`src/hdl/sstd_pkg.sv`:
```
package sstd_pkg;

  localparam int unsigned SAMPLE_BITS = 10;
  localparam int unsigned MAX_TICKS   = 160;
  localparam int unsigned MIN_TICKS   = 2;
  localparam int unsigned TICK_W      = 8;

  localparam int unsigned SPAN   = (MAX_TICKS > MIN_TICKS) ? (MAX_TICKS - MIN_TICKS) : 0;
  localparam int unsigned SPAN_W = ($clog2(SPAN + 1) < 2) ? 2 : $clog2(SPAN + 1);
  localparam int unsigned NUM_W  = SAMPLE_BITS + SPAN_W;
  localparam int unsigned CNT_W  = $clog2(SPAN_W);

  typedef enum logic [1:0] {
    FUNC_CAL  = 2'd0,
    FUNC_PLAY = 2'd1,
    FUNC_TICK = 2'd2,
    FUNC_NONE = 2'd3
  } func_e;

  typedef enum logic [1:0] {
    ST_IDLE,
    ST_MUL,
    ST_DIV,
    ST_DONE
  } state_e;

endpackage

```
`src/hdl/sstd_div.sv`:
```
module sstd_div (
  input  logic                                  clk_i,
  input  logic                                  rst_ni,
  input  logic                                  start_i,
  input  logic [sstd_pkg::NUM_W-1:0]            num_i,
  input  logic [sstd_pkg::SAMPLE_BITS-1:0]      den_i,
  output logic                                  done_o,
  output logic [sstd_pkg::SPAN_W-1:0]           quot_o
);

  logic [sstd_pkg::SAMPLE_BITS-1:0] rem_q, rem_d;
  logic [sstd_pkg::SPAN_W-1:0]      qsh_q, qsh_d;
  logic [sstd_pkg::CNT_W-1:0]       cnt_q;
  logic                             busy_q;
  logic [sstd_pkg::SAMPLE_BITS:0]   trial;
  logic [sstd_pkg::SAMPLE_BITS:0]   diff;
  logic                             ge;

  assign trial  = {rem_q, qsh_q[sstd_pkg::SPAN_W-1]};
  assign ge     = trial >= {1'b0, den_i};
  assign diff   = trial - {1'b0, den_i};
  assign rem_d  = ge ? diff[sstd_pkg::SAMPLE_BITS-1:0] : trial[sstd_pkg::SAMPLE_BITS-1:0];
  assign qsh_d  = {qsh_q[sstd_pkg::SPAN_W-2:0], ge};
  assign done_o = busy_q && (cnt_q == sstd_pkg::CNT_W'(sstd_pkg::SPAN_W - 1));
  assign quot_o = qsh_d;

  always_ff @(posedge clk_i or negedge rst_ni) begin
    if (!rst_ni) begin
      busy_q <= 1'b0;
      cnt_q  <= '0;
    end else if (start_i) begin
      busy_q <= 1'b1;
      cnt_q  <= '0;
    end else if (busy_q) begin
      cnt_q <= cnt_q + 1'b1;
      if (done_o) begin
        busy_q <= 1'b0;
      end
    end
  end

  always_ff @(posedge clk_i) begin
    if (start_i) begin
      rem_q <= num_i[sstd_pkg::NUM_W-1:sstd_pkg::SPAN_W];
      qsh_q <= num_i[sstd_pkg::SPAN_W-1:0];
    end else if (busy_q) begin
      rem_q <= rem_d;
      qsh_q <= qsh_d;
    end
  end

endmodule

```
`src/hdl/sensor_scaled_tone_divider_unit.sv`:
```
// Sensor-scaled tone divider.
// Input channel (in_valid_i/in_ready_o) carries one word: func_i and sample_i.
//   Calibration words widen the stored sensor range, play words rescale the
//   reading to an even tone period, tick words advance the tone counter.
// Output channel (out_valid_o/out_ready_i) returns one word per input word:
//   tone level, period count and the calibrated range after that word.
// Sequence: calibration, tick and unused codes go from accept straight to the
//   done state, which loads the output register; a play word with a valid range
//   passes a multiply state, 8 steps of the restoring divider and then the done
//   state; a play word with an empty range goes straight to the done state.
// Throughput: one word at a time; in_ready_o is high only while the sequencer
//   is idle, so a new word is taken only once the last has left the done state.
// A finished result sits in the output register; the next word is accepted
//   and processed meanwhile, and waits in the done state while the receiver
//   stalls.
// Reset: range low is all ones, range high 0, period count 1, tick counter 0,
//   tone level low, no result pending.
module sensor_scaled_tone_divider_unit (
  input  logic                                  clk_i,
  input  logic                                  rst_ni,
  input  logic                                  in_valid_i,
  output logic                                  in_ready_o,
  input  logic [1:0]                            func_i,
  input  logic [sstd_pkg::SAMPLE_BITS-1:0]      sample_i,
  output logic                                  out_valid_o,
  input  logic                                  out_ready_i,
  output logic                                  tone_level_o,
  output logic [sstd_pkg::TICK_W-1:0]           period_count_o,
  output logic [sstd_pkg::SAMPLE_BITS-1:0]      range_low_o,
  output logic [sstd_pkg::SAMPLE_BITS-1:0]      range_high_o
);

  sstd_pkg::state_e state_q, state_d;

  logic [sstd_pkg::SAMPLE_BITS-1:0] min_q, min_d;
  logic [sstd_pkg::SAMPLE_BITS-1:0] max_q, max_d;
  logic [sstd_pkg::TICK_W-1:0]      target_q, target_d;
  logic [sstd_pkg::TICK_W-1:0]      tick_q, tick_d;
  logic                             pin_q, pin_d;
  logic [sstd_pkg::SAMPLE_BITS-1:0] off_q, off_d;
  logic [sstd_pkg::SAMPLE_BITS-1:0] den_q, den_d;

  logic                             out_valid_q, out_valid_d;
  logic                             out_pin_q;
  logic [sstd_pkg::TICK_W-1:0]      out_target_q;
  logic [sstd_pkg::SAMPLE_BITS-1:0] out_min_q, out_max_q;

  logic                             accept;
  logic                             out_load;
  logic                             div_start;
  logic                             div_done;
  logic [sstd_pkg::SPAN_W-1:0]      quot;
  logic [sstd_pkg::NUM_W-1:0]       product;
  logic                             empty;
  logic [sstd_pkg::SAMPLE_BITS-1:0] x_cl;
  logic [sstd_pkg::TICK_W:0]        tick_inc;
  logic                             wrap;
  logic [sstd_pkg::TICK_W:0]        t_sum;
  logic [sstd_pkg::TICK_W-1:0]      t_even;

  assign empty   = max_q <= min_q;
  assign x_cl    = (sample_i > max_q) ? max_q : ((sample_i < min_q) ? min_q : sample_i);
  assign product = sstd_pkg::NUM_W'(off_q) * sstd_pkg::NUM_W'(sstd_pkg::SPAN);
  assign tick_inc = {1'b0, tick_q} + 1'b1;
  assign wrap     = tick_inc >= {1'b0, target_q};
  assign t_sum    = (sstd_pkg::TICK_W + 1)'(quot) + (sstd_pkg::TICK_W + 1)'(sstd_pkg::MIN_TICKS);
  assign t_even   = {t_sum[sstd_pkg::TICK_W-1:1], 1'b0};

  sstd_div u_div (
    .clk_i   (clk_i),
    .rst_ni  (rst_ni),
    .start_i (div_start),
    .num_i   (product),
    .den_i   (den_q),
    .done_o  (div_done),
    .quot_o  (quot)
  );

  always_comb begin
    state_d = state_q;
    case (state_q)
      sstd_pkg::ST_IDLE: begin
        if (accept) begin
          if (func_i == sstd_pkg::FUNC_PLAY && !empty) begin
            state_d = sstd_pkg::ST_MUL;
          end else begin
            state_d = sstd_pkg::ST_DONE;
          end
        end
      end
      sstd_pkg::ST_MUL: begin
        state_d = sstd_pkg::ST_DIV;
      end
      sstd_pkg::ST_DIV: begin
        if (div_done) begin
          state_d = sstd_pkg::ST_DONE;
        end
      end
      sstd_pkg::ST_DONE: begin
        if (out_load) begin
          state_d = sstd_pkg::ST_IDLE;
        end
      end
      default: begin
        state_d = sstd_pkg::ST_IDLE;
      end
    endcase
  end

  always_comb begin
    in_ready_o  = state_q == sstd_pkg::ST_IDLE;
    accept      = in_valid_i && in_ready_o;
    div_start   = state_q == sstd_pkg::ST_MUL;
    out_load    = (state_q == sstd_pkg::ST_DONE) && (!out_valid_q || out_ready_i);
    out_valid_d = out_load || (out_valid_q && !out_ready_i);

    min_d    = min_q;
    max_d    = max_q;
    target_d = target_q;
    tick_d   = tick_q;
    pin_d    = pin_q;
    off_d    = off_q;
    den_d    = den_q;

    if (accept) begin
      case (func_i)
        sstd_pkg::FUNC_CAL: begin
          if (sample_i > max_q) begin
            max_d = sample_i;
          end
          if (sample_i < min_q) begin
            min_d = sample_i;
          end
        end
        sstd_pkg::FUNC_PLAY: begin
          off_d = x_cl - min_q;
          den_d = max_q - min_q;
          if (empty) begin
            target_d = sstd_pkg::TICK_W'(sstd_pkg::MIN_TICKS & ~1);
          end
        end
        sstd_pkg::FUNC_TICK: begin
          if (wrap) begin
            tick_d = '0;
            pin_d  = 1'b0;
          end else begin
            tick_d = tick_inc[sstd_pkg::TICK_W-1:0];
            if (tick_inc[sstd_pkg::TICK_W-1:0] == (target_q >> 1)) begin
              pin_d = 1'b1;
            end
          end
        end
        default: begin
        end
      endcase
    end

    if (state_q == sstd_pkg::ST_DIV && div_done) begin
      target_d = t_even;
    end
  end

  always_ff @(posedge clk_i or negedge rst_ni) begin
    if (!rst_ni) begin
      state_q     <= sstd_pkg::ST_IDLE;
      min_q       <= '1;
      max_q       <= '0;
      target_q    <= sstd_pkg::TICK_W'(1);
      tick_q      <= '0;
      pin_q       <= 1'b0;
      out_valid_q <= 1'b0;
    end else begin
      state_q     <= state_d;
      min_q       <= min_d;
      max_q       <= max_d;
      target_q    <= target_d;
      tick_q      <= tick_d;
      pin_q       <= pin_d;
      out_valid_q <= out_valid_d;
    end
  end

  always_ff @(posedge clk_i) begin
    off_q <= off_d;
    den_q <= den_d;
    if (out_load) begin
      out_pin_q    <= pin_q;
      out_target_q <= target_q;
      out_min_q    <= min_q;
      out_max_q    <= max_q;
    end
  end

  assign out_valid_o    = out_valid_q;
  assign tone_level_o   = out_pin_q;
  assign period_count_o = out_target_q;
  assign range_low_o    = out_min_q;
  assign range_high_o   = out_max_q;

`ifndef SYNTHESIS
  a_play_mul: assert property (@(posedge clk_i) disable iff (!rst_ni)
    accept && func_i == sstd_pkg::FUNC_PLAY && !empty |=> state_q == sstd_pkg::ST_MUL)
    else $error("play word with valid range did not start multiply");

  a_mul_div: assert property (@(posedge clk_i) disable iff (!rst_ni)
    state_q == sstd_pkg::ST_MUL |=> state_q == sstd_pkg::ST_DIV)
    else $error("multiply did not hand over to divider");

  a_done_in_div: assert property (@(posedge clk_i) disable iff (!rst_ni)
    div_done |-> state_q == sstd_pkg::ST_DIV)
    else $error("divider finished outside divide state");

  a_target_even: assert property (@(posedge clk_i) disable iff (!rst_ni)
    target_q[0] == 1'b0 || target_q == sstd_pkg::TICK_W'(1))
    else $error("period count is odd");

  a_load_free: assert property (@(posedge clk_i) disable iff (!rst_ni)
    out_load |-> !out_valid_q || out_ready_i)
    else $error("result overwritten while pending");
`endif

endmodule

```
`config.mk`:
```
export PLATFORM = sky130hd
export DESIGN_NAME = sensor_scaled_tone_divider_unit
export DESIGN_NICKNAME = d
export VERILOG_FILES = /design/src/hdl/sstd_pkg.sv /design/src/hdl/sstd_div.sv /design/src/hdl/sensor_scaled_tone_divider_unit.sv
export SDC_FILE = /design/constraint.sdc
export NUM_CORES = 1
export LEC_CHECK = 0
export BUFFER_PORTS_ARGS = -buffer_cell sky130_fd_sc_hd__buf_2
export CORE_MARGIN = 10
export CORE_UTILIZATION = 50
export CTS_CLUSTER_DIAMETER = 120
export CTS_CLUSTER_SIZE = 30
export DETAILED_ROUTE_END_ITERATION = 6
export PLACE_DENSITY_LB_ADDON = 0.08
export SYNTH_ARGS = -nofsm -noshare
export SYNTH_HDL_FRONTEND = slang
export SYNTH_SLANG_ARGS = --single-unit
```
`constraint.sdc`:
```
create_clock -name clk_i -period 6.2 [get_ports clk_i]
set_clock_uncertainty 0.2 [all_clocks]
set_input_delay 0.62 -clock clk_i [delete_from_list [all_inputs] [get_ports clk_i]]
set_output_delay 0.62 -clock clk_i [all_outputs]
set_load 0.1 [all_outputs]
```
Yosys cells after proc, flatten, opt, wreduce, memory -nomap -nowiden
Cells that the tools add are included.
{ "op_classes": {"add_sub_neg": 6, "muxes": 24, "multipliers": 1, "n_eq_ne": 10, "magnitude_cmp": 5, "n_reduce_logical": 25} }
{ "op_table": {"columns": ["op", "count"], "rows": [
  ["8-bit 2-to-1 mux", 7],
  ["10-bit 2-to-1 mux", 5],
  ["10-bit subtractor", 3],
  ["10-bit by 7-bit multiplier with 17-bit output, second input constant", 1],
  ["3-bit AND reduction", 5],
  ["11-bit by 10-bit greater-or-equal comparator with 1-bit output", 1],
  ["10-bit greater-than comparator", 1],
  ["10-bit less-or-equal comparator", 1],
  ["10-bit less-than comparator", 1],
  ["2-bit nonzero test", 5],
  ["8-bit by 1-bit adder with 9-bit output, second input constant", 1],
  ["9-bit by 8-bit greater-or-equal comparator with 1-bit output", 1],
  ["8-bit by 2-bit adder with 8-bit output, second input constant", 1],
  ["8-bit by 7-bit equality test with 1-bit output", 1],
  ["2-bit 2-to-1 mux", 4],
  ["2-bit case mux with 4 select lines", 1],
  ["2-bit equality test, second input constant", 3],
  ["1-bit logical AND", 6],
  ["3-bit 2-to-1 mux", 2],
  ["1-bit 2-to-1 mux", 5],
  ["2-bit by 1-bit equality test with 1-bit output, second input constant", 2],
  ["2-bit logical NOT", 2],
  ["2-bit != test, second input constant", 2],
  ["2-bit AND reduction", 2],
  ["5 further kinds", 8]
]} }
{ "totals": {"output_inout_bits": 31, "register_bits": 111} }

Longest topological paths before layout
Gate-level depths: netlist of run 1.
{ "depth": {"depth_word": 6, "ltp_mapped": 19} }

Cells and area by module
Synthesis of run 1 repeated with hierarchy kept, for this count alone.
{ "unflattened": {"cells_unflattened": 791, "hier_area_um2": 8134.1} }
{ "by_module_without_submodules": {"columns": ["mod", "cells_per_inst", "instances", "area_per_inst_um2"], "rows": [
  ["sensor_scaled_tone_divider_unit", 635, 1, 6511.2],
  ["sstd_div", 156, 1, 1622.8]
]} }

Worst setup path after synthesis of run 1
Ideal clock, no wire load.
{ "synth_path": {"kind": "register to register", "startpoint": "register state_q[0]", "endpoint": "register target_q[3] (netlist name)", "setup_ps": 122, "path_slack_ps": 1869, "path_stages_with_launch": 7, "synth_period_minus_slack_ps": 4331, "t_arrival_ps": 4009, "t_required_ps": 5878, "cell_sequence": "dfrtp_1 inv_1 ha_1 nand2_1 nor3b_1 a21oi_1 a22o_1"} }
{ "synth_between": {"elab_chain_len": 4, "word_cells_on_any_way": 9, "classes_between": "1 x eq/ne; 1 x mux; 7 x reduce/logical"} }
{ "synth_lines": {"columns": ["item", "line_no", "rtl"], "rows": [
  ["start, declared", "sensor_scaled_tone_divider_unit.sv:33", "sstd_pkg::state_e state_q, state_d;"],
  ["start signal, assigned", "sensor_scaled_tone_divider_unit.sv:165", "state_q <= sstd_pkg::ST_IDLE;"],
  ["start signal, assigned", "sensor_scaled_tone_divider_unit.sv:173", "state_q <= state_d;"],
  ["2-bit logical NOT", "sensor_scaled_tone_divider_unit.sv:111", "in_ready_o = state_q == sstd_pkg::ST_IDLE;"],
  ["via in_ready_o", "sensor_scaled_tone_divider_unit.sv:22", "output logic in_ready_o,"],
  ["1-bit logical AND", "sensor_scaled_tone_divider_unit.sv:112", "accept = in_valid_i && in_ready_o;"],
  ["2-bit nonzero test (no line)", null, null],
  ["3-bit AND reduction (no line)", null, null],
  ["end signal, assigned", "sensor_scaled_tone_divider_unit.sv:168", "target_q <= sstd_pkg::TICK_W'(1);"],
  ["end signal, assigned", "sensor_scaled_tone_divider_unit.sv:176", "target_q <= target_d;"],
  ["end, declared", "sensor_scaled_tone_divider_unit.sv:37", "logic [sstd_pkg::TICK_W-1:0] target_q, target_d;"]
]} }
The timed path passes the listed nets, and every way through them passes these cells.
A chain may end at the register's enable or synchronous reset.

Worst setup path in the final report of run 1
{ "layout_path": {"startpoint": "register off_q[3] (netlist name)", "endpoint": "register u_div.rem_q[6] (netlist name), data pin"} }
{ "layout_between": {"elab_chain_len": 2} }
{ "layout_lines": {"columns": ["item", "line_no", "rtl"], "rows": [
  ["start, declared", "sensor_scaled_tone_divider_unit.sv:40", "logic [sstd_pkg::SAMPLE_BITS-1:0] off_q, off_d;"],
  ["start signal, assigned", "sensor_scaled_tone_divider_unit.sv:184", "off_q <= off_d;"],
  ["10-bit by 7-bit multiplier with 17-bit output", "sensor_scaled_tone_divider_unit.sv:63", "assign product = sstd_pkg::NUM_W'(off_q) * sstd_pkg::NUM_W'(sstd_pkg::SPAN);"],
  ["10-bit 2-to-1 mux", "sstd_div.sv:43", "if (start_i) begin"],
  ["end signal, assigned", "sstd_div.sv:44", "rem_q <= num_i[sstd_pkg::NUM_W-1:sstd_pkg::SPAN_W];"],
  ["end signal, assigned", "sstd_div.sv:47", "rem_q <= rem_d;"],
  ["end, declared", "sstd_div.sv:11", "logic [sstd_pkg::SAMPLE_BITS-1:0] rem_q, rem_d;"]
]} }
Every way passes these cells.

==> impl_metrics.csv, run 1 <==
group,metric,value,unit
detailed_routing,drt_iter0_drc,306,
power,peakVddDrop,0.123,mV
power,power_leakage,3.99,nW
sta,hold_viol,0,
sta,finalSetupTns,0,ps
global_routing,grt.busiest_layer,"met2",
layout,multi_input_area,4410,um^2
sta,post-route-period-util,0.755,
setup_path,reg2reg_from,"off_q[3]",
clock_tree,cts_max_level,3,
setup_path,cp_cell_sequence,"inv_1, fa_1, inv_1, ha_1, ha_1, inv_1, fa_1, inv_1, ha_1, inv_1, o31ai_1, a2111oi_0, nor3_1, mux2i_1, a221oi_1, o31a_1",
die,coreArea,15700,um^2
sta,rsz0062_at_grt,"no",
hold_path,worstHoldPathType,"input pin to asynchronous set/reset pin",
sta,slew_headroom,0.287,
placement,gp_congestion,0.887,
clock_tree,cts.clk_slew.worst_paths,80,ps
detailed_routing,vias,5678,
clock_tree,clkLatencyLatePin,350,ps
sta,setup_viol,0,
setup_path,critPathSlowestCell,"fa_1",
clock_tree,max-clock-path-buffers,2,
clock_tree,cts-hold-fix-buffers,0,
global_routing,track_usage,0.168,
synth,synth.distinct_cells,63,
setup_path,crit_path_start_kind,"flop",
run,drv_cap,0,
detailed_routing,drt-pass1-iter-count,4,
synth,async_flop_share,0.396,
global_routing,grt_use_met2,0.268,
layout,antennaDiodeCount,0,
layout,final_nets,946,
clock_tree,postCtsSetupBuffers,0,
clock_tree,post_cts_resized,0,
detailed_routing,antenna_left,0,
status,status,"complete, no violations",
sta,fin_ws,1520,ps
global_routing,grt_pass1_wl,29.6,mm
setup_path,critPathCaptureType,"flop",
placement,hpwl,13.6,mm
synth,yosysSeqAreaShare,0.392,
sta,min_period,4680,ps
setup_path,crit_top_cell,"inv_1",
synth,ys_warn_count,0,
setup_path,critPathTopFamily,"adder cells",
power,cellPowerDensity,167,nW/um^2
placement,io_buffer_count,46,
layout,drive_gt1_frac,0.118,
global_routing,grt_max_degree,45,
synth,syn_area,7960,um^2
setup_path,crit_start,"off_q[3]",
die,die_x,146,um
setup_path,worstPathRequired,6220,ps
detailed_routing,drc_errors,0,
synth,yosys_most_used_dff,"edfxtp_1",
setup_path,critPathMaxFanout,5,
global_routing,grt_util_met3,0.0287,
synth,synth_edf_count,66,
synth,synth_area_per_cell,10.4,um^2
detailed_routing,avgViaCountPerCell,5.52,
clock_tree,cts_root_buffer,"clkbuf_16",
layout,syn_to_final_growth,9.67,%
sta,whs,257,ps
placement,place_ws,1500,ps
die,row_count,46,
die,die_height,146,um
clock_tree,numClockSinks,111,
detailed_routing,wl,17.6,mm
synth,syn-instance-count,764,
global_routing,grt_antenna_before_repair,0,
clock_tree,cts_made_buffers,9,
die,io_pins,47,
die,initial_core_util,0.506,
layout,fill_cells,1394,
clock_tree,cts_tree,"done",
synth,synth_fp_nets,902,
sta,final_max_slew_viol_count,0,
synth,ys_seq_elements,111,
sta,fmax,214,MHz
global_routing,overflow,0,
global_routing,met1_usage,0.234,
setup_path,critPathArrivalTime,4700,ps
die,dieArea,21400,um^2
detailed_routing,wl_per_cell,17.1,um
setup_path,worstSetupPathType,"flop to flop",
setup_path,max_stage_delay,540,ps
sta,tightest_slew,1070,ps
global_routing,grt_pass1_vias,5742,
setup_path,cp_num_buf_inv,5,
layout,seqCellArea,3120,um^2
## final timing paths
path                       cells past startpoint              to  slack, ps
max in group asynchronous                      1        max_q[3]       4890
hold reg to reg                                0    tone_level_o        270
setup / recovery                              16  u_div.rem_q[6]       1520
hold / removal                                 1     target_q[4]        260
setup reg to reg                              16  u_div.rem_q[6]       1520
min in group clk_i                             0    tone_level_o        270
## registers in the layout, summed over array words and instances, names as in the netlist
| signal | cells |
|---|---|
| min_q | 10 |
| target_q | 8 |
| den_q | 10 |
| pin_q | 1 |
| range_high_o | 10 |
| off_q | 10 |
| range_low_o | 10 |
| tone_level_o | 1 |
| tick_q | 8 |
| state_q | 2 |
| u_div.cnt_q | 3 |
| u_div.busy_q | 1 |
| u_div.qsh_q | 8 |
| out_valid_o | 1 |
| max_q | 10 |
| period_count_o | 8 |
| u_div.rem_q | 10 |
## cells in the mapped netlist, drive strengths merged, types with 16 or more instances
library cell	n	area share
edfxtp	66	0.25
xor2	19	0.021
o21ai	43	0.027
nand2	45	0.021
ha	98	0.15
fa	24	0.060
mux2i	16	0.020
nor2	46	0.022
inv	98	0.046
a21oi	43	0.027
xnor2	26	0.029
a211oi	17	0.017
dfrtp	33	0.10
a21o	18	0.017
## where the power goes
group	switching, mW	internal, mW
registers	0.0000000000000000142	0.779
clock network	0.286	0.320
logic	0.0411	0.0272
## kinds of logic (layout without fill, tap and decap cells)
kind of cell    count (synthesis)  count (layout)  synth area share
buf+inv                       114             163            0.0550
simple gates                  164             164             0.100
compound gates                180             180             0.148
mux                            28              28            0.0409
fa+ha+maj                     122             122             0.214
xor+xnor                       45              45            0.0495
flops                         111             111             0.392
## metal layers
| metal | up-vias | part of all wire |
|---|---|---|
| met5 | - | 0 |
| met4 | 0 | 0.010 |
| met3 | 12 | 0.029 |
| met2 | 83 | 0.48 |
| met1 | 2784 | 0.48 |
| li1 | 2799 | - |
## area by class of cell
class / instances / share of cell area
sequential: 111 / 0.357
timing repair buffer: 49 / 0.0290
multi-input combinational: 539 / 0.506
tap: 216 / 0.0310
clock buffer: 9 / 0.0258
clock inverter: 7 / 0.00918
inverter: 98 / 0.0422
## layout by cell type, fill, tap and decap left out, types with 4 or more instances in the layout
cell and n:
inv_1 98, ha_1 98, edfxtp_1 66, nor2_1 46
buf_2 46, nand2_1 45, a21oi_1 43, o21ai_0 42
dfrtp_1 33, xnor2_1 26, fa_1 24, xor2_1 19
a21o_1 18, a211oi_1 16, mux2i_1 16, a22o_1 13
nand2b_1 12, nand3_1 11, nor2b_1 11, dfstp_2 11
nand4_1 10, o21a_1 9, clkbuf_16 9, mux2_4 8
nor3_1 7, o31ai_1 6, and3_1 5, mux2_2 4
## per-stage QoR
stage	util	power, mW	cells	cell area (um^2)
after detailed placement	0.536	0.864	1013	8420
after CTS	0.555	1.47	1029	8730
after floorplan	-	0.837	764	7960
after global placement	0.536	0.862	1013	8420
final	0.555	1.45	1029	8730
after global routing	0.555	1.51	1029	8730
No activity file was read; power rests on OpenSTA's default activity.
==> inputs of run 2 (changes only) <==
==> constraint.sdc (replaced) <==
create_clock -name clk_i -period 4.64 [get_ports clk_i]
set_clock_uncertainty 0.2 [all_clocks]
set_input_delay 0.464 -clock clk_i [delete_from_list [all_inputs] [get_ports clk_i]]
set_output_delay 0.464 -clock clk_i [all_outputs]
set_load 0.1 [all_outputs]
==> run 2 against run 1 <==
Net effect:
- cell area increased by 0.42%
- via count increased by 0.21%
- fmax increased by 7.2%
- first-iteration DRC count decreased by 25%
- wire length about the same
- core utilization increased by 0.23 points
- critical endpoint is now u_div.rem_q[9]
- highest routed layer unchanged
==> impl_metrics.csv, run 2 (synthesized netlist as in run 1, its figures left out) <==
group,metric,value,unit
status,status,"complete, no violations",
setup_path,r2r.worst_path.cells,16,
power,clkPwrFrac,0.394,
detailed_routing,antenna_left,0,
setup_path,crit_top_cell,"inv_1",
setup_path,reg2reg_from,"off_q[5]",
global_routing,grt_pass1_vias,5840,
power,p_sw,0.422,mW
power,peakVddDrop,0.197,mV
sta,finalSetupTns,0,ps
layout,final_cell_mix,"inv_1, ha_1, edfxtp_1, nor2_1, buf_2",
detailed_routing,drc_errors,0,
setup_path,max_stage_delay,540,ps
setup_path,crit_path_start_kind,"flop",
layout,fin_area,8760,um^2
power,switching_share,0.226,
sta,min_period,4370,ps
power,cellPowerDensity,213,nW/um^2
clock_tree,max-clock-path-buffers,2,
die,row_count,46,
die,initial_core_util,0.506,
layout,final_nets,954,
clock_tree,cts_root_buffer,"clkbuf_16",
global_routing,grt_pass1_wl,29.4,mm
clock_tree,cts_max_level,3,
placement,io_buffer_count,46,
detailed_routing,drt_iter0_drc,228,
setup_path,crit_start,"off_q[5]",
setup_path,critPathMaxFanout,6,
power,power_leakage,4.02,nW
detailed_routing,wl,17.6,mm
hold_path,worstHoldPathType,"input pin to asynchronous set/reset pin",
setup_path,reg2reg_slack,270,ps
placement,place_area,8480,um^2
layout,syn_to_final_growth,10.1,%
layout,final_util,0.558,
detailed_routing,avgViaCountPerCell,5.49,
placement,gp_congestion,0.879,
die,io_pins,47,
sta,hold_viol,0,
sta,whs,69.3,ps
detailed_routing,vias,5690,
die,die_x,146,um
clock_tree,numClockSinks,111,
sta,final_max_slew_viol_count,0,
die,coreArea,15700,um^2
sta,post-route-period-util,0.942,
setup_path,critPathSlowestCell,"fa_1",
die,dieArea,21400,um^2
sta,slew_headroom,0.325,
setup_path,worstSetupPathType,"flop to flop",
detailed_routing,drt-pass1-iter-count,5,
die,die_height,146,um
clock_tree,cts-hold-fix-buffers,0,
sta,fmax,229,MHz
sta,setup_viol,0,
global_routing,grt_antenna_before_repair,0,
clock_tree,cts.clk_slew.worst_paths,80,ps
run,drv_cap,0,
setup_path,critPathArrivalTime,4280,ps
power,intPower,1.45,mW
power,power,1.87,mW
layout,drive_gt1_frac,0.125,
power,seqPwrFrac,0.557,
sta,tightest_slew,1010,ps
clock_tree,cts_made_buffers,9,
setup_path,reg2reg_to,"u_div.rem_q[9]",
power,pwr-share-comb,0.049,
setup_path,critPathCaptureType,"flop",
clock_tree,clkLatencyLatePin,360,ps
setup_path,cp_cell_sequence,"inv_1, buf_4, fa_1, inv_1, ha_1, fa_1, inv_1, fa_1, inv_1, ha_1, a2111oi_0, o21bai_1, nand3_1, o21ai_0, a21o_1, a21o_1",
detailed_routing,wl_per_cell,16.9,um
layout,antennaDiodeCount,0,
clock_tree,cts_tree,"done",
global_routing,grt_max_degree,45,
placement,hpwl,13.9,mm
sta,rsz0062_at_grt,"no",
setup_path,worstPathRequired,4550,ps
global_routing,track_usage,0.168,
global_routing,overflow,0,
run 2: layout make-up:
type / count / area (um^2)
fillers: 1387 / 6950
multi-input cells: 539 / 4420
flip-flops and latches: 111 / 3120
inverters: 98 / 368
repair buffers: 57 / 313
well taps: 216 / 270
clock buffers: 10 / 229
clock inverters: 6 / 46.3
run 2: repair_timing:
action / in CTS / in global routing
buffers inserted: 0 / 0
gates resized for setup: 0 / 2
endpoints found under the setup margin: 0 / 3
run 2: power by group through the flow:
stage                     sequential, mW  combinational, mW  clock, mW
after detailed placement            1.06             0.0917          0
after CTS                           1.04             0.0920      0.758
final                               1.04             0.0914      0.737
after global routing                1.04              0.104      0.800
after global placement              1.06             0.0901          0
after floorplan                     1.06             0.0561          0
run 2: metrics by stage:
stage,instances,setup slack [ps]
2_1_floorplan,764,309
3_3_place_gp,1021,267
3_5_place_dp,1021,256
4_1_cts,1037,225
5_1_grt,1037,31.8
6_report,1037,271
run 2: worst max-delay path by stage:
stage | endpoint | slack [ps] | cells past startpoint
3_5_place_dp | u_div.rem_q[6] | 260 | 16
4_1_cts | u_div.rem_q[6] | 230 | 16
3_3_place_gp | u_div.rem_q[6] | 270 | 18
2_1_floorplan | target_q[3] | 310 | 6
5_1_grt | u_div.rem_q[6] | 30 | 18
6_report | u_div.rem_q[9] | 270 | 16
run 2: worst max-delay path: cells and delay by family, from the launching register on:
| kind | cells | cell delay (ps) |
|---|---|---|
| flops | 1 | 340 |
| buf+inv | 5 | 350 |
| simple gates | 1 | 140 |
| compound gates | 5 | 970 |
| fa+ha+maj | 5 | 2130 |
run 2: layer usage:
layer,GRT usage,share of wire,up-vias
met5,0,0,-
met4,0.0576,0.019,0
met3,0.0238,0.033,27
met2,0.278,0.48,110
met1,0.220,0.46,2732
li1,-,-,2821
